--- src/rtl/ps2_pointer_packet_decoder_defines.svh ---
// Assertion macros shared by the pointer decoder RTL.
// No dependencies; each file that asserts includes this header.
`ifndef PS2_POINTER_PACKET_DECODER_DEFINES_SVH
`define PS2_POINTER_PACKET_DECODER_DEFINES_SVH

// Check a property on every clock edge outside of reset.
`define PPD_ASSERT(lbl, prop, msg) \
	lbl: assert property (@(posedge clk) disable iff (!arst_n) (prop)) else $error(msg);

// Check a property on every clock edge, reset included.
`define PPD_ASSERT_ALWAYS(lbl, prop, msg) \
	lbl: assert property (@(posedge clk) (prop)) else $error(msg);

`endif

--- src/rtl/ppd_pkg.sv ---
// Shared types and constants for the pointer packet decoder.
// No dependencies; imported by every module of the block.
package ppd_pkg;

	localparam int TickW     = 32;
	localparam int QDepth    = 2;
	localparam int QAw       = $clog2(QDepth);
	localparam int QCw       = $clog2(QDepth + 1);
	localparam int PktMax    = 6;
	localparam int StoreN    = PktMax - 1;

	localparam logic [2:0] SizePlain = 3'd3;
	localparam logic [2:0] SizeAbs   = 3'd6;
	localparam int         SyncBit   = 3;

	typedef enum logic [2:0] {
		REG_ENABLE     = 3'd0,
		REG_ABS_MODE   = 3'd1,
		REG_TAP_TICKS  = 3'd2,
		REG_TAP_MOVE   = 3'd3,
		REG_SENS_SHIFT = 3'd4
	} reg_idx_t;

	typedef struct packed {
		logic        enable;
		logic        abs_mode;
		logic [7:0]  tap_ticks;
		logic [12:0] tap_move;
		logic [2:0]  sens_shift;
	} cfg_t;

	// One framed packet as handed from the front to the back.
	typedef struct packed {
		logic [PktMax-1:0][7:0] b;
		logic [TickW-1:0]       tick;
	} pkt_t;

endpackage

--- src/rtl/ppd_front.sv ---
// Byte framer: syncs on bit 3 of the first byte and assembles packets.
// Depends on ppd_pkg; feeds ppd_queue.
module ppd_front (
	input  logic                clk,
	input  logic                arst_n,
	input  ppd_pkg::cfg_t       cfg,
	input  logic                byte_accept,
	input  logic [7:0]          aux_byte,
	input  logic [ppd_pkg::TickW-1:0] tick_now,
	output logic                push,
	output ppd_pkg::pkt_t       push_pkt
);
	import ppd_pkg::*;

	logic [2:0] byte_count_q;
	logic [7:0] packet_bytes_q [StoreN];
	logic [2:0] size;
	logic       taken;
	logic       last;

	assign size  = cfg.abs_mode ? SizeAbs : SizePlain;
	// drop a first byte that lacks the sync bit
	assign taken = byte_accept && cfg.enable &&
		!(byte_count_q == 3'd0 && !aux_byte[SyncBit]);
	assign last  = (byte_count_q + 3'd1) >= size;
	assign push  = taken && last;

	always_comb begin
		for (int i = 0; i < StoreN; i++) begin
			push_pkt.b[i] = (3'(i) == size - 3'd1) ? aux_byte : packet_bytes_q[i];
		end
		push_pkt.b[PktMax-1] = aux_byte;
		push_pkt.tick        = tick_now;
	end

	always_ff @(posedge clk or negedge arst_n) begin
		if (!arst_n) begin
			byte_count_q <= 3'd0;
		end else if (taken) begin
			byte_count_q <= last ? 3'd0 : byte_count_q + 3'd1;
		end
	end

	always_ff @(posedge clk) begin
		if (taken && !last) begin
			packet_bytes_q[byte_count_q] <= aux_byte;
		end
	end

endmodule

--- src/rtl/ppd_queue.sv ---
// Two-entry packet queue between the framer and the decoder.
// Depends on ppd_pkg and the shared assertion macros.
`include "ps2_pointer_packet_decoder_defines.svh"

module ppd_queue (
	input  logic          clk,
	input  logic          arst_n,
	input  logic          push,
	input  ppd_pkg::pkt_t push_pkt,
	input  logic          pop,
	output logic          full,
	output logic          empty,
	output ppd_pkg::pkt_t head
);
	import ppd_pkg::*;

	pkt_t           slots_q [QDepth];
	logic [QAw-1:0] wr_ptr_q;
	logic [QAw-1:0] rd_ptr_q;
	logic [QCw-1:0] count_q;

	assign full  = count_q == QCw'(QDepth);
	assign empty = count_q == '0;
	assign head  = slots_q[rd_ptr_q];

	always_ff @(posedge clk or negedge arst_n) begin
		if (!arst_n) begin
			wr_ptr_q <= '0;
			rd_ptr_q <= '0;
			count_q  <= '0;
		end else begin
			if (push) begin
				wr_ptr_q <= wr_ptr_q + QAw'(1);
			end
			if (pop) begin
				rd_ptr_q <= rd_ptr_q + QAw'(1);
			end
			case ({push, pop})
				2'b10:   count_q <= count_q + QCw'(1);
				2'b01:   count_q <= count_q - QCw'(1);
				default: count_q <= count_q;
			endcase
		end
	end

	always_ff @(posedge clk) begin
		if (push) begin
			slots_q[wr_ptr_q] <= push_pkt;
		end
	end

	`PPD_ASSERT(a_count_bound, count_q <= QCw'(QDepth), "queue count past depth")
	`PPD_ASSERT(a_no_push_full, push |-> !full, "push into a full queue")
	`PPD_ASSERT(a_no_pop_empty, pop |-> !empty, "pop from an empty queue")
	`PPD_ASSERT(a_count_up, (push && !pop) |=> count_q == $past(count_q) + QCw'(1),
		"count did not advance on push")

endmodule

--- src/rtl/ppd_back.sv ---
// Packet decoder: plain and absolute decode, touch tracking, tap click.
// Depends on ppd_pkg; drains ppd_queue into the output register.
module ppd_back (
	input  logic          clk,
	input  logic          arst_n,
	input  ppd_pkg::cfg_t cfg,
	input  logic          empty,
	input  ppd_pkg::pkt_t head,
	output logic          pop,
	output logic          out_valid,
	input  logic          out_stall,
	output logic          button_left,
	output logic          button_right,
	output logic          button_middle,
	output logic signed [13:0] delta_x,
	output logic signed [13:0] delta_y
);
	import ppd_pkg::*;

	logic              touch_active_q;
	logic [12:0]       prev_x_q, prev_y_q, start_x_q, start_y_q;
	logic [TickW-1:0]  start_tick_q;
	logic              middle_q;
	logic              out_valid_q;
	logic              left_q, right_q;
	logic signed [13:0] dx_q, dy_q;

	logic [12:0]        pos_x, pos_y;
	logic signed [13:0] dpx, dpy, dsx, dsy, shx, shy;
	logic [13:0]        absx, absy;
	logic [TickW-1:0]   held;
	logic               tap;
	logic               touching;
	logic               left_n, middle_n;
	logic signed [13:0] dx_n, dy_n;

	assign pop = !empty && (!out_valid_q || !out_stall);

	assign pos_x = {head.b[3][4], head.b[1][3:0], head.b[4]};
	assign pos_y = {head.b[3][5], head.b[1][7:4], head.b[5]};
	assign dpx   = $signed({1'b0, pos_x}) - $signed({1'b0, prev_x_q});
	assign dpy   = $signed({1'b0, pos_y}) - $signed({1'b0, prev_y_q});
	assign shx   = dpx >>> cfg.sens_shift;
	assign shy   = dpy >>> cfg.sens_shift;
	assign dsx   = $signed({1'b0, pos_x}) - $signed({1'b0, start_x_q});
	assign dsy   = $signed({1'b0, pos_y}) - $signed({1'b0, start_y_q});
	assign absx  = dsx[13] ? 14'(-dsx) : 14'(dsx);
	assign absy  = dsy[13] ? 14'(-dsy) : 14'(dsy);
	assign held  = head.tick - start_tick_q;
	assign touching = head.b[2] != 8'd0;
	assign tap   = !touching && touch_active_q &&
		held <= TickW'(cfg.tap_ticks) &&
		absx < {1'b0, cfg.tap_move} && absy < {1'b0, cfg.tap_move};

	always_comb begin
		left_n   = head.b[0][0];
		middle_n = middle_q;
		dx_n     = '0;
		dy_n     = '0;
		if (!cfg.abs_mode) begin
			middle_n = head.b[0][2];
			dx_n     = {{5{head.b[0][4]}}, head.b[0][4], head.b[1]};
			dy_n     = {{5{head.b[0][5]}}, head.b[0][5], head.b[2]};
		end else begin
			left_n = head.b[0][0] | tap;
			// moving touch only; start, release and idle give no motion
			if (touching && touch_active_q) begin
				dx_n = shx;
				dy_n = -shy;
			end
		end
	end

	always_ff @(posedge clk or negedge arst_n) begin
		if (!arst_n) begin
			touch_active_q <= 1'b0;
			prev_x_q       <= '0;
			prev_y_q       <= '0;
			start_x_q      <= '0;
			start_y_q      <= '0;
			start_tick_q   <= '0;
			middle_q       <= 1'b0;
			out_valid_q    <= 1'b0;
		end else begin
			if (pop) begin
				out_valid_q <= 1'b1;
				middle_q    <= middle_n;
				if (cfg.abs_mode) begin
					if (touching) begin
						prev_x_q <= pos_x;
						prev_y_q <= pos_y;
						if (!touch_active_q) begin
							touch_active_q <= 1'b1;
							start_tick_q   <= head.tick;
							start_x_q      <= pos_x;
							start_y_q      <= pos_y;
						end
					end else begin
						touch_active_q <= 1'b0;
					end
				end
			end else if (!out_stall) begin
				out_valid_q <= 1'b0;
			end
		end
	end

	always_ff @(posedge clk) begin
		if (pop) begin
			left_q  <= left_n;
			right_q <= head.b[0][1];
			dx_q    <= dx_n;
			dy_q    <= dy_n;
		end
	end

	assign out_valid     = out_valid_q;
	assign button_left   = left_q;
	assign button_right  = right_q;
	assign button_middle = middle_q;
	assign delta_x       = dx_q;
	assign delta_y       = dy_q;

endmodule

--- src/rtl/ps2_pointer_packet_decoder.sv ---
// Top level of the PS/2 pointer packet decoder: config registers and wiring.
// Depends on ppd_pkg, ppd_front, ppd_queue and ppd_back.

// Takes one AUX byte per clock cycle, while in_stall is low, with its tick
// count and emits one result per completed packet (three bytes plain, six
// bytes absolute). The framer accepts a byte in every cycle that in_stall is
// low; a completed packet enters a two-entry queue and the decoder pops it
// into the registered result outputs whenever the output is not stalled.
// in_stall rises only when both queue entries are held behind a stalled
// output. Config writes are taken every cycle (cfg_ready is always high) and
// belong in idle periods; unknown register indexes are ignored.
module ps2_pointer_packet_decoder (
	input  logic        clk,
	input  logic        arst_n,
	input  logic        in_valid,
	output logic        in_stall,
	input  logic [7:0]  aux_byte,
	input  logic [ppd_pkg::TickW-1:0] tick_now,
	output logic        out_valid,
	input  logic        out_stall,
	output logic        button_left,
	output logic        button_right,
	output logic        button_middle,
	output logic signed [13:0] delta_x,
	output logic signed [13:0] delta_y,
	input  logic        cfg_valid,
	output logic        cfg_ready,
	input  logic [2:0]  cfg_index,
	input  logic [12:0] cfg_data
);
	import ppd_pkg::*;

	cfg_t cfg_q;
	logic push, pop, full, empty;
	pkt_t push_pkt, head;

	assign cfg_ready = 1'b1;
	assign in_stall  = full;

	always_ff @(posedge clk or negedge arst_n) begin
		if (!arst_n) begin
			cfg_q.enable     <= 1'b0;
			cfg_q.abs_mode   <= 1'b0;
			cfg_q.tap_ticks  <= 8'd25;
			cfg_q.tap_move   <= 13'd100;
			cfg_q.sens_shift <= 3'd2;
		end else if (cfg_valid && cfg_ready) begin
			case (cfg_index)
				REG_ENABLE:     cfg_q.enable     <= cfg_data[0];
				REG_ABS_MODE:   cfg_q.abs_mode   <= cfg_data[0];
				REG_TAP_TICKS:  cfg_q.tap_ticks  <= cfg_data[7:0];
				REG_TAP_MOVE:   cfg_q.tap_move   <= cfg_data;
				REG_SENS_SHIFT: cfg_q.sens_shift <= cfg_data[2:0];
				default:        cfg_q            <= cfg_q;
			endcase
		end
	end

	ppd_front u_front (
		.clk         (clk),
		.arst_n      (arst_n),
		.cfg         (cfg_q),
		.byte_accept (in_valid && !in_stall),
		.aux_byte    (aux_byte),
		.tick_now    (tick_now),
		.push        (push),
		.push_pkt    (push_pkt)
	);

	ppd_queue u_queue (
		.clk      (clk),
		.arst_n   (arst_n),
		.push     (push),
		.push_pkt (push_pkt),
		.pop      (pop),
		.full     (full),
		.empty    (empty),
		.head     (head)
	);

	ppd_back u_back (
		.clk           (clk),
		.arst_n        (arst_n),
		.cfg           (cfg_q),
		.empty         (empty),
		.head          (head),
		.pop           (pop),
		.out_valid     (out_valid),
		.out_stall     (out_stall),
		.button_left   (button_left),
		.button_right  (button_right),
		.button_middle (button_middle),
		.delta_x       (delta_x),
		.delta_y       (delta_y)
	);

endmodule
--- config.mk ---
export PLATFORM = sky130hd
export DESIGN_NAME = ps2_pointer_packet_decoder
export DESIGN_NICKNAME = d
export VERILOG_FILES = /design/src/rtl/ppd_pkg.sv /design/src/rtl/ppd_front.sv /design/src/rtl/ppd_queue.sv /design/src/rtl/ppd_back.sv /design/src/rtl/ps2_pointer_packet_decoder.sv
export VERILOG_INCLUDE_DIRS = /design/src /design/src/rtl
export SDC_FILE = /design/constraint.sdc
export NUM_CORES = 1
export LEC_CHECK = 0
export ABC_CLOCK_PERIOD_IN_PS = 7050
export BUFFER_PORTS_ARGS = -buffer_cell sky130_fd_sc_hd__buf_2
export CORE_MARGIN = 3
export CORE_UTILIZATION = 50
export CTS_CLUSTER_DIAMETER = 200
export DETAILED_ROUTE_END_ITERATION = 16
export GPL_TIMING_DRIVEN = 0
export HOLD_SLACK_MARGIN = 0.15
export PLACE_DENSITY = 0.67
export SYNTH_ARGS = -nofsm -noshare
export SYNTH_HDL_FRONTEND = slang
export SYNTH_SLANG_ARGS = --single-unit
--- constraint.sdc ---
create_clock -name clk -period 7.05 [get_ports clk]
set_input_delay 0.3525 -clock clk [delete_from_list [all_inputs] [get_ports clk]]
set_output_delay 0.3525 -clock clk [all_outputs]
set_load 0.05 [all_outputs]
==> summary.txt, run 1 <==
Detailed routing
  • Drc violations: 0
  • Starting DRC count in detailed routing: 1192
  • Highest metal used: met4
  • Wire length per cell after detailed routing: 19.3 um
  • M1 WL: 23200 um
  • Detailed-route wire length: 49700 um
  • Vias per Instance: 5.69
  • Number of nets with antenna violations after detailed routing: 0
  • Wire length on met3: 3370 um
  • Number of vias after detailed routing: 14600
  • Pre-antenna DRT Iters: 7
  • Routed met2 length: 22200 um

Setup path
  • End of the worst register-to-register path: u_back.button_left
  • Maximum single-stage delay on the critical path: 0.53 ns
  • Critical path type: reg -> reg
  • Worst reg2reg path startpoint: u_queue.rd_ptr_q
  • Register-to-Register Path Depth: 28
  • Element type at the critical path end: flip-flop
  • Arrival time worst endpoint: 7.18 ns
  • CP startpoint kind: flip-flop
  • Start point of the critical path: u_queue.rd_ptr_q
  • Slowest stage cell, crit path: or4b_4
  • Most repeated library cell on the critical path: a21oi_2
  • Worst setup endpoint: u_back.button_left
  • Max FO, Critical Path: 10
  • Setup slack of the most critical reg-to-reg path: 0.28 ns
  • Critical Path RT: 7.45 ns

Placement
  • HPWL reported at the end of detailed placement: 36600 um
  • GP Congestion: 0.898
  • Number of port buffers: 93
  • DP Worst Slack: -1.56 ns

Finish
  • Area occupied by multi-input gates: 0.00916 mm2
  • ANT cells: 0
  • Total Nets Final: 2233
  • Share of post-route cells with drive strength above 1: 0.143
  • Flip-flop and latch area: 0.00911 mm2
  • Finished Core Util: 0.604
  • Number of inserted filler cells in the final layout: 3083
  • Area growth from synthesis to layout: 18.0%

Timing
  • Setup skew after layout: 0.0195 ns
  • Highest achievable clock rate: 0.148 GHz
  • Final-report max-slew violation count: 0
  • Post-layout minimum cycle time: 6.77 ns
  • Final number of hold-violating endpoints: 0
  • Share of the cycle needed by the critical path after routing: 0.961
  • Post-layout worst setup margin: 0.275 ns
  • Transition time at the pin with the least slew margin: 1.29 ns
  • Endpoints failing setup: 0
  • Relative slew slack: 0.127

GRT
  • Global-route wire length before repair: 77800 um
  • Remaining global-route overflow: 0
  • Pin count of the biggest net entering global routing: 82
  • Global-route usage over all layers: 0.243
  • Via count of the first global-routing pass: 14100
  • Antenna violations before repair: 0

Clocking
  • Maximum count of clock buffers along a single path: 3
  • Number of buffers created by CTS: 37
  • Clk Tree Root Cell: clkbuf_16
  • Clock Pin Slew Worst Setup and Hold Paths: 0.06 ns
  • Clock latency on the worst-skew pair: 0.57 ns
  • Clock tree from TritonCTS: built
  • CTS H-tree lvls: 2
  • Clk sink count: 323

Yosys
  • Primary flip-flop cell chosen by synthesis mapping: edfxtp_1
  • Mean instance size in the synthesized netlist: 10.3 um2
  • Count of distinct cell types in the synthesized netlist: 81
  • Post-synth net total: 2030
  • Number of warning messages in the yosys log: 0
  • Number of instances in the synthesized netlist: 1840
  • Share of flip-flops with an asynchronous set or reset: 0.372
  • Post-synthesis register bit count: 323
  • Count of flip-flops with a built-in enable after synthesis: 203
  • Post-synthesis sequential area ratio: 0.483
  • Area of the mapped netlist: 0.0189 mm2

Die
  • Starting density of the core: 0.512
  • Floorplan die area: 0.0401 mm2
  • Die Ht: 200 um
  • IO Pins: 95
  • Count of standard-cell rows: 70
  • Core Area: 0.0369 mm2
  • Horizontal die dimension: 200 um

Worst hold path
  • Type of the worst min-delay path: in -> reg

Run status
  • Result of the run: finished clean

Flow run
  • Max-cap viol count: 0
==> routing by layer <==
layer | global-route usage | vias to the layer above
met3 | 0.0549 | 59
li1 | - | 7083
met1 | 0.353 | 7108
met4 | 0.0556 | 0
met2 | 0.374 | 396
met5 | 0 | -
==> area by class of cell <==
| cell class | count | share of cell area |
|---|---|---|
| timing repair buffer | 164 | 0.0558 |
| clock buffer | 47 | 0.0446 |
| inverter | 157 | 0.0265 |
| clock inverter | 20 | 0.0103 |
| multi-input combinational | 1294 | 0.412 |
| buffer | 66 | 0.0137 |
| sequential | 323 | 0.409 |
| tap | 504 | 0.0283 |
==> worst max-delay path: cells and delay by family (launching register included) <==
kind                       cells  cell delay, ns
and+or+nand+nor                8            2.40
muxes                          1            0.23
DFF                            1            0.38
xor gates and xnor gates       1            0.15
buffers and inverters          4            0.63
adders and majority gates      2            0.63
AOI/OAI and AO/OA             12            2.19
==> flip-flops by register name (all words and copies together), names as in the netlist, 2 cells and up <==
signal                  flops
u_back.start_x_q           13
u_back.delta_x             14
cfg_q                      26
u_back.start_y_q           13
u_back.start_tick_q        32
u_front.packet_bytes_q     31
u_back.prev_y_q            13
u_queue.count_q             2
u_back.delta_y             14
u_back.prev_x_q            13
u_front.byte_count_q        3
u_queue.slots_q           142
==> cells in the mapped netlist, drive strengths merged (11+ instances only) <==
| cell type | count | area [um2] |
|---|---|---|
| buf | 16 | 65.1 |
| xnor2 | 44 | 385 |
| nor3 | 35 | 180 |
| o22ai | 14 | 87.6 |
| a21oi | 152 | 761 |
| ha | 124 | 1550 |
| nand2 | 136 | 510 |
| edfxtp | 203 | 6100 |
| clkbuf | 50 | 188 |
| nand2b | 14 | 87.6 |
| mux2i | 60 | 601 |
| nor2 | 165 | 619 |
| o21ai | 116 | 581 |
| a31oi | 13 | 81.3 |
| o21a | 22 | 165 |
| nor4 | 14 | 87.6 |
| dfrtp | 113 | 2830 |
| xor2 | 37 | 324 |
| nor2b | 13 | 81.3 |
| nand3 | 32 | 160 |
| o211ai | 12 | 90.1 |
| inv | 157 | 589 |
| a211oi | 21 | 168 |
| a21o | 30 | 225 |
| nand4 | 11 | 68.8 |
| and3 | 12 | 75.1 |
| and2 | 11 | 68.8 |
| mux2 | 59 | 664 |
==> how the worst min path moves through the flow <==
stage	from	to	slack, ns	depth (start not counted)
after global placement	u_front.packet_bytes_q[1][0]	u_queue.slots_q[0][40]	0.42	0
final	aux_byte[5]	u_front.packet_bytes_q[4][5]	0.16	1
after global routing	aux_byte[5]	u_front.packet_bytes_q[4][5]	0.15	1
after detailed placement	arst_n	cfg_q[2]	0.31	1
after floorplan	arst_n	cfg_q[0]	0.06	0
after CTS	aux_byte[5]	u_front.packet_bytes_q[4][5]	0.15	1
==> cells by family (layout without fill, tap and decap cells) <==
kind of cell / after synthesis / after routing / synth area share
AO/OA/AOI/OAI: 483 / 483 / 0.162
flip-flops: 323 / 323 / 0.483
AND/OR/NAND/NOR: 481 / 481 / 0.118
multiplexers: 119 / 119 / 0.0671
other: 1 / 1 / 0.000199
adder cells (fa/ha/maj): 129 / 129 / 0.0876
buffers and inverters: 223 / 454 / 0.0446
XOR/XNOR: 81 / 81 / 0.0376
==> timing repair <==
action	4_1_cts	5_1_grt
hold buffers	54	0
pin swaps	1	10
endpoints found under the hold margin	159	0
buffers inserted	2	9
endpoints found under the setup margin	1	1
gates resized for setup	36	32
==> cells in the final DEF (no fill, tap or decap), types with 11 or more instances in the layout <==
cell / instances
and3_1: 12
buf_2: 92
edfxtp_1: 203
nor2_1: 163
xor2_1: 36
nand4_1: 11
nor3_1: 32
mux2i_1: 51
a21o_1: 30
xnor2_1: 44
a211oi_1: 18
o22ai_1: 14
buf_4: 12
o21ai_0: 91
and2_1: 11
dfrtp_1: 113
nor2b_1: 13
a21oi_1: 146
o211ai_1: 12
mux2_2: 59
nand3_1: 32
o21a_1: 22
clkbuf_1: 56
ha_1: 124
a31oi_1: 12
inv_1: 155
nand2b_1: 14
o21ai_1: 22
dlygate4sd3_1: 54
clkbuf_16: 37
nand2_1: 135
==> through the flow <==
| stage | setup TNS [ns] | instance area [um2] | cells | hold WS, ns |
|---|---|---|---|---|
| 2_1_floorplan | 0 | 18900 | 1840 | 0.0569 |
| 4_1_cts | 0 | 22000 | 2566 | 0.150 |
| 3_3_place_gp | -26.54 | 20000 | 2437 | 0.423 |
| 5_1_grt | -0.0107 | 22300 | 2575 | 0.153 |
| 3_5_place_dp | -1.56 | 20100 | 2443 | 0.310 |
| 6_report | 0 | 22300 | 2575 | 0.164 |
Power of run 1 is left out: the tool's default activity adds up to more than one toggle a clock period on the data nets, which glitch-free logic cannot reach.
==> run 2: changes to the inputs <==
Settings changed: RECOVER_POWER set to 100.
==> run 2 against run 1 <==
Compared with the run above: the flow now finishes with violations (capacitance limit, slew limit); maximum frequency grew 0.20%; cell area shrank 0.36%; register-to-register slack is essentially flat; flip-flop and latch count is the same; global-route usage is the same; critical endpoint unchanged; critical path depth is the same; largest cell class unchanged; highest routed layer unchanged; utilization shrank 0.22 points.
==> summary.txt, run 2 (synthesis results as in run 1) <==
Run status
  • Result of the run: finished, violations left
  • Violations in the final reports: capacitance limit, slew limit

GRT
  • Via count of the first global-routing pass: 14100
  • Global-route wire length before repair: 77800 um
  • Global-route usage over all layers: 0.243
  • Antenna violations before repair: 0
  • Pin count of the biggest net entering global routing: 82
  • Remaining global-route overflow: 0

Clocking
  • Clk sink count: 323
  • CTS H-tree lvls: 2
  • Maximum count of clock buffers along a single path: 3
  • Clock Pin Slew Worst Setup and Hold Paths: 0.06 ns
  • Number of buffers created by CTS: 37
  • Clock latency on the worst-skew pair: 0.57 ns
  • Clock tree from TritonCTS: built
  • Clk Tree Root Cell: clkbuf_16

Die
  • Starting density of the core: 0.512
  • Count of standard-cell rows: 70
  • Core Area: 0.0369 mm2
  • IO Pins: 95
  • Horizontal die dimension: 200 um
  • Die Ht: 200 um
  • Floorplan die area: 0.0401 mm2

Detailed routing
  • Pre-antenna DRT Iters: 5
  • Drc violations: 0
  • Number of nets with antenna violations after detailed routing: 0
  • Vias per Instance: 5.69
  • Wire length per cell after detailed routing: 19.3 um
  • Detailed-route wire length: 49700 um
  • Starting DRC count in detailed routing: 1165
  • Number of vias after detailed routing: 14600

Timing
  • Final number of hold-violating endpoints: 0
  • Transition time at the pin with the least slew margin: 3.83 ns
  • Post-layout minimum cycle time: 6.76 ns
  • Setup skew after layout: 0.0209 ns
  • Highest achievable clock rate: 0.148 GHz
  • Endpoints failing setup: 0
  • Final-report max-slew violation count: 123
  • Relative slew slack: -1.55
  • Share of the cycle needed by the critical path after routing: 0.959

Finish
  • Final instance count without filler cells: 2575
  • Area growth from synthesis to layout: 17.6%
  • Commonest non-fill, non-tap cells in the layout: 203 x edfxtp_1, 163 x nor2_1, 155 x inv_1
  • Total Nets Final: 2233
  • Commonest non-fill, non-tap cell in the layout: edfxtp_1
  • ANT cells: 0
  • Number of flip-flops under the largest register name: 142
  • Register with the most flip-flops: u_queue.slots_q
  • Leading registers by flop count: u_queue.slots_q x142, u_back.start_tick_q x32, u_front.packet_bytes_q x31
  • Share of post-route cells with drive strength above 1: 0.124

Flow run
  • Max-cap viol count: 2

Setup path
  • Maximum single-stage delay on the critical path: 0.53 ns
  • Element type at the critical path end: flip-flop
  • Critical path type: reg -> reg
  • Arrival time worst endpoint: 7.16 ns
  • Slowest stage cell, crit path: or4b_4
  • CP startpoint kind: flip-flop
  • Critical Path RT: 7.45 ns
  • Most repeated library cell on the critical path: a21oi_2
  • Max FO, Critical Path: 10

Placement
  • Placed instance count: 2443
  • GP Congestion: 0.898
  • HPWL reported at the end of detailed placement: 36600 um
  • Number of port buffers: 93

Worst hold path
  • Type of the worst min-delay path: in -> reg
## run 2: cell types whose count changed in the layout (fill, tap and decap cells not counted), sizes merged
cell	change
clkbuf	+40
dlymetal6s4s	+1
buf	-41
## run 2: worst paths after layout
check	depth (start not counted)	endpoint	slack, ns	start
worst max-delay path	28	u_back.button_left	0.29	u_queue.rd_ptr_q
worst min-delay path	3	cfg_q[25]	0.21	cfg_index[0]
worst max register to register	28	u_back.button_left	0.29	u_queue.rd_ptr_q
worst min register to register	0	u_queue.slots_q[1][60]	0.44	u_front.packet_bytes_q[3][4]
max in group asynchronous	3	u_back.start_tick_q[21]	1.20	arst_n
min in group asynchronous	2	cfg_q[2]	1.06	arst_n
## run 2: layer usage
metal  GRT usage  wire, um
met4      0.0556       909
met2       0.374     22300
met1       0.353     23100
met5           0         0
met3      0.0549      3410
## run 2: worst max-delay path: cells and delay by family (launching register included)
kind            cells  cell delay [ns]
flops               1             0.38
fa+ha+maj           2             0.63
buf+inv             4             0.63
simple gates        8             2.40
mux                 1             0.23
compound gates     12             2.17
xor+xnor            1             0.15
## run 2: metrics by stage
| stage | setup TNS [ns] | hold WS, ns | worst slack [ns] | utilization | cell area (um2) |
|---|---|---|---|---|---|
| final | 0 | 0.214 | 0.289 | 0.602 | 22200 |
| after global routing | -0.0107 | 0.206 | -0.0107 | 0.602 | 22200 |
| after CTS | 0 | 0.150 | 0.00632 | 0.598 | 22000 |
| after detailed placement | -1.56 | 0.310 | -1.56 | 0.546 | 20100 |
| after global placement | -26.54 | 0.423 | -1.50 | 0.541 | 20000 |
| after floorplan | 0 | 0.0569 | 0.648 | - | 18900 |
## run 2: cell type report
class	count	area [um2]
plain buffers	66	304
fillers	3112	14700
clock inverters	20	230
inverters	157	589
flip-flops and latches	323	9110
clock buffers	47	993
repair buffers	164	1170
well taps	504	631
multi-input cells	1294	9150
## run 2: repair_timing
action                                  4_1_cts  5_1_grt
endpoints found under the setup margin        1        1
hold buffers                                 54        0
hold endpoints to repair                    159        0
setup buffers                                 2        9
resized for setup                            36       32
pin swaps                                     1       10
Power of run 2 is left out for the same reason.
==> run 3: changes to the inputs <==
Settings changed: ABC_AREA set to 1, CELL_PAD_IN_SITES_DETAIL_PLACEMENT set to 0, CELL_PAD_IN_SITES_GLOBAL_PLACEMENT set to 1, CORE_UTILIZATION 50 to 48, PLACE_DENSITY 0.67 to not set, PLACE_DENSITY_LB_ADDON set to 0.1.
==> run 3 against run 2 <==
Compared with the run above: the flow still finishes with violations (capacitance limit, slew limit); largest cell class is now flip-flops and latches; via count is 8.1% higher; final cell count is 18% higher; wire length is 2.1% higher; synthesized cell count is 26% higher; critical path type unchanged; worst setup slack better by 0.38 ns; non-clock buffer count is 30 lower; hold slack better by 0.0090 ns; area after synthesis is 2.8% higher; register-to-register slack better by 0.38 ns; clock skew is 0.0028 ns lower; flip-flop and latch count stayed put; global-route usage is 0.46 points lower.
==> summary.txt, run 3 <==
Finish
  • Number of inserted filler cells in the final layout: 3727
  • Commonest non-fill, non-tap cell in the layout: nand2_1
  • Area growth from synthesis to layout: 13.8%
  • Number of flip-flops under the largest register name: 142
  • ANT cells: 0
  • Leading registers by flop count: u_queue.slots_q x142, u_back.start_tick_q x32, u_front.packet_bytes_q x31
  • Total Nets Final: 2690
  • Finished layout cell area: 0.0221 mm2
  • Area occupied by multi-input gates: 0.00883 mm2
  • Commonest non-fill, non-tap cells in the layout: 687 x nand2_1, 299 x inv_1, 203 x edfxtp_1
  • Flip-flop and latch area: 0.00911 mm2
  • Register with the most flip-flops: u_queue.slots_q
  • Share of post-route cells with drive strength above 1: 0.0582

Placement
  • GP Congestion: 0.870
  • Dpl cell area: 0.0206 mm2
  • HPWL reported at the end of detailed placement: 38700 um
  • Number of port buffers: 93

Yosys
  • Share of the synthesized area in the top cell type: 0.314
  • Most frequently used cell type in the post-synthesis netlist: nand2_1
  • Primary flip-flop cell chosen by synthesis mapping: edfxtp_1
  • Parity-gate share of the synthesized area counting xor and xnor cells: 0.0330
  • Most frequent cells after synthesis: 683 x nand2_1, 297 x inv_1, 203 x edfxtp_1, 170 x o21ai_0, 143 x nand3_1
  • Area of the mapped netlist: 0.0194 mm2
  • Yosys top cell by area: edfxtp_1
  • Post-synthesis sequential area ratio: 0.470
  • Post-synthesis register bit count: 323
  • Main combinational cell family by area after synthesis: simple AND/OR/NAND/NOR gates
  • Number of warning messages in the yosys log: 0
  • Mean instance size in the synthesized netlist: 8.37 um2
  • Share of flip-flops with an asynchronous set or reset: 0.372
  • Post-synth net total: 2506
  • Count of flip-flops with a built-in enable after synthesis: 203
  • Count of distinct cell types in the synthesized netlist: 53
  • Multiplexer area fraction after synthesis: 0.00316
  • Number of instances in the synthesized netlist: 2316
  • Adder-cell share of the synthesized area: 0.0852
  • Share of the synthesized area in compound gates (AO/OA/AOI/OAI): 0.0951
  • Cell types with the largest area share after synthesis: edfxtp_1 31%, dfrtp_1 15%, nand2_1 13%
  • Synth Area in Simple Gates: 0.242

Setup path
  • CP startpoint kind: flip-flop
  • Setup slack of the most critical reg-to-reg path: 0.67 ns
  • Element type at the critical path end: flip-flop
  • Worst reg2reg path startpoint: u_queue.rd_ptr_q
  • Largest delay share family, worst path: simple AND/OR/NAND/NOR gates
  • Maximum single-stage delay on the critical path: 0.68 ns
  • Critical Path RT: 7.43 ns
  • Max FO, Critical Path: 10
  • Arrival time worst endpoint: 6.77 ns
  • Register-to-Register Path Depth: 25
  • End of the worst register-to-register path: u_back.button_left
  • Slowest stage cell, crit path: clkbuf_1
  • Count of buffer and inverter cells on the critical path: 3
  • Critical path type: reg -> reg
  • Most repeated library cell on the critical path: nor2_1

Clocking
  • Clock Pin Slew Worst Setup and Hold Paths: 0.06 ns
  • Maximum count of clock buffers along a single path: 3
  • Clock latency on the worst-skew pair: 0.54 ns
  • Resized Gates After CTS: 0
  • Clk Tree Root Cell: clkbuf_16
  • CTS H-tree lvls: 2
  • Clk sink count: 323
  • Clock tree from TritonCTS: built
  • Number of buffers created by CTS: 36

Timing
  • Share of the cycle needed by the critical path after routing: 0.905
  • Setup skew after layout: 0.0181 ns
  • Post-layout minimum cycle time: 6.38 ns
  • Final-report max-slew violation count: 239
  • Final TNS setup: 0 ns
  • Highest achievable clock rate: 0.157 GHz
  • RSZ-0062 raised after global routing: false
  • Final number of hold-violating endpoints: 0
  • Relative slew slack: -1.45
  • Endpoints failing setup: 0
  • Transition time at the pin with the least slew margin: 3.67 ns

Die
  • Horizontal die dimension: 207 um
  • IO Pins: 95
  • Core Area: 0.0393 mm2
  • Starting density of the core: 0.494
  • Die Ht: 207 um
  • Count of standard-cell rows: 72
  • Floorplan die area: 0.0428 mm2

Run status
  • Result of the run: finished, violations left
  • Violations in the final reports: capacitance limit, slew limit

Detailed routing
  • Number of vias after detailed routing: 15800
  • Detailed-route wire length: 50800 um
  • Starting DRC count in detailed routing: 977
  • Pre-antenna DRT Iters: 5
  • Number of nets with antenna violations after detailed routing: 0
  • Drc violations: 0
  • Wire length per cell after detailed routing: 16.7 um
  • Vias per Instance: 5.20

Worst hold path
  • Type of the worst min-delay path: in -> reg
  • Min-Delay Path Depth: 3
  • Worst min-delay path startpoint: cfg_index[0]
  • Endpoint, Worst Hold: cfg_q[25]

GRT
  • Via count of the first global-routing pass: 15100
  • Remaining global-route overflow: 0
  • Antenna violations before repair: 0
  • Pin count of the biggest net entering global routing: 80
  • Global-route usage over all layers: 0.239
  • Global-route wire length before repair: 79600 um

Flow run
  • Max-cap viol count: 7
==> run 3: final cells by class <==
cell class | instances | area share
clock buffer | 45 | 0.0438
clock inverter | 18 | 0.0111
timing repair buffer | 146 | 0.0403
tap | 518 | 0.0294
inverter | 307 | 0.0523
multi-input combinational | 1632 | 0.400
sequential | 323 | 0.413
buffer | 54 | 0.00976
==> run 3: worst max-delay path by stage <==
stage,start,endpoint,cells after the start
after floorplan,cfg_q[24],u_queue.slots_q[1][0],10
after global placement,cfg_q[24],u_queue.slots_q[1][9],10
after detailed placement,u_queue.rd_ptr_q,u_back.button_left,25
after CTS,u_queue.rd_ptr_q,u_back.button_left,25
after global routing,arst_n,u_back.start_tick_q[23],3
final,u_queue.rd_ptr_q,u_back.button_left,25
==> run 3: routing by layer <==
layer	global-route usage	wire, um	up-vias
met5	0	0	-
met4	0.0544	1090	0
met1	0.351	24900	7420
met3	0.0331	2410	68
met2	0.378	22400	322
li1	-	-	8009
==> run 3: cells by family (layout without fill, tap and decap cells) <==
family,after synthesis,in the layout
XOR/XNOR,73,73
multiplexers,6,6
AND/OR/NAND/NOR,1081,1081
other,1,1
buffers and inverters,361,570
flip-flops,323,323
adder cells (fa/ha/maj),129,129
AO/OA/AOI/OAI,342,342
==> run 3: timing repair <==
action                                 in CTS  in global routing
endpoints found under the hold margin     139                  0
hold buffers                               48                  0
setup buffers                               0                  0
==> run 3: metrics by stage <==
| step | hold WS [ns] | util | setup WS [ns] | std cells |
|---|---|---|---|---|
| finish | 0.223 | 0.561 | 0.668 | 3043 |
| global route | 0.218 | 0.561 | 0.0906 | 3043 |
| CTS | 0.171 | 0.568 | 0.583 | 3043 |
| detailed placement | 0.322 | 0.525 | 0.625 | 2932 |
| global placement | 0.422 | 0.522 | -0.505 | 2927 |
| floorplan | 0.0569 | - | 2.01 | 2316 |
==> run 3: worst register-to-register path: stages, from the launching register on <==
cell and delay [ns]:
dfrtp_1 0.41, buf_2 0.39, clkbuf_1 0.69, mux2i_1 0.59, ha_1 0.25, inv_1 0.09
fa_1 0.43, nand3_1 0.10, nand3_1 0.16, xor2_1 0.35, nand3b_1 0.15, nor3_1 0.19
nand2_1 0.08, nor2_1 0.14, a31oi_1 0.11, xnor2_1 0.19, ha_1 0.20, nor2_1 0.38
nand3_1 0.26, nor2_1 0.23, nand4_1 0.13, nor2_1 0.12, nand4_1 0.10, nor3_1 0.18
nand4_1 0.19, nand2_1 0.13
Power of run 3 is left out for the same reason.
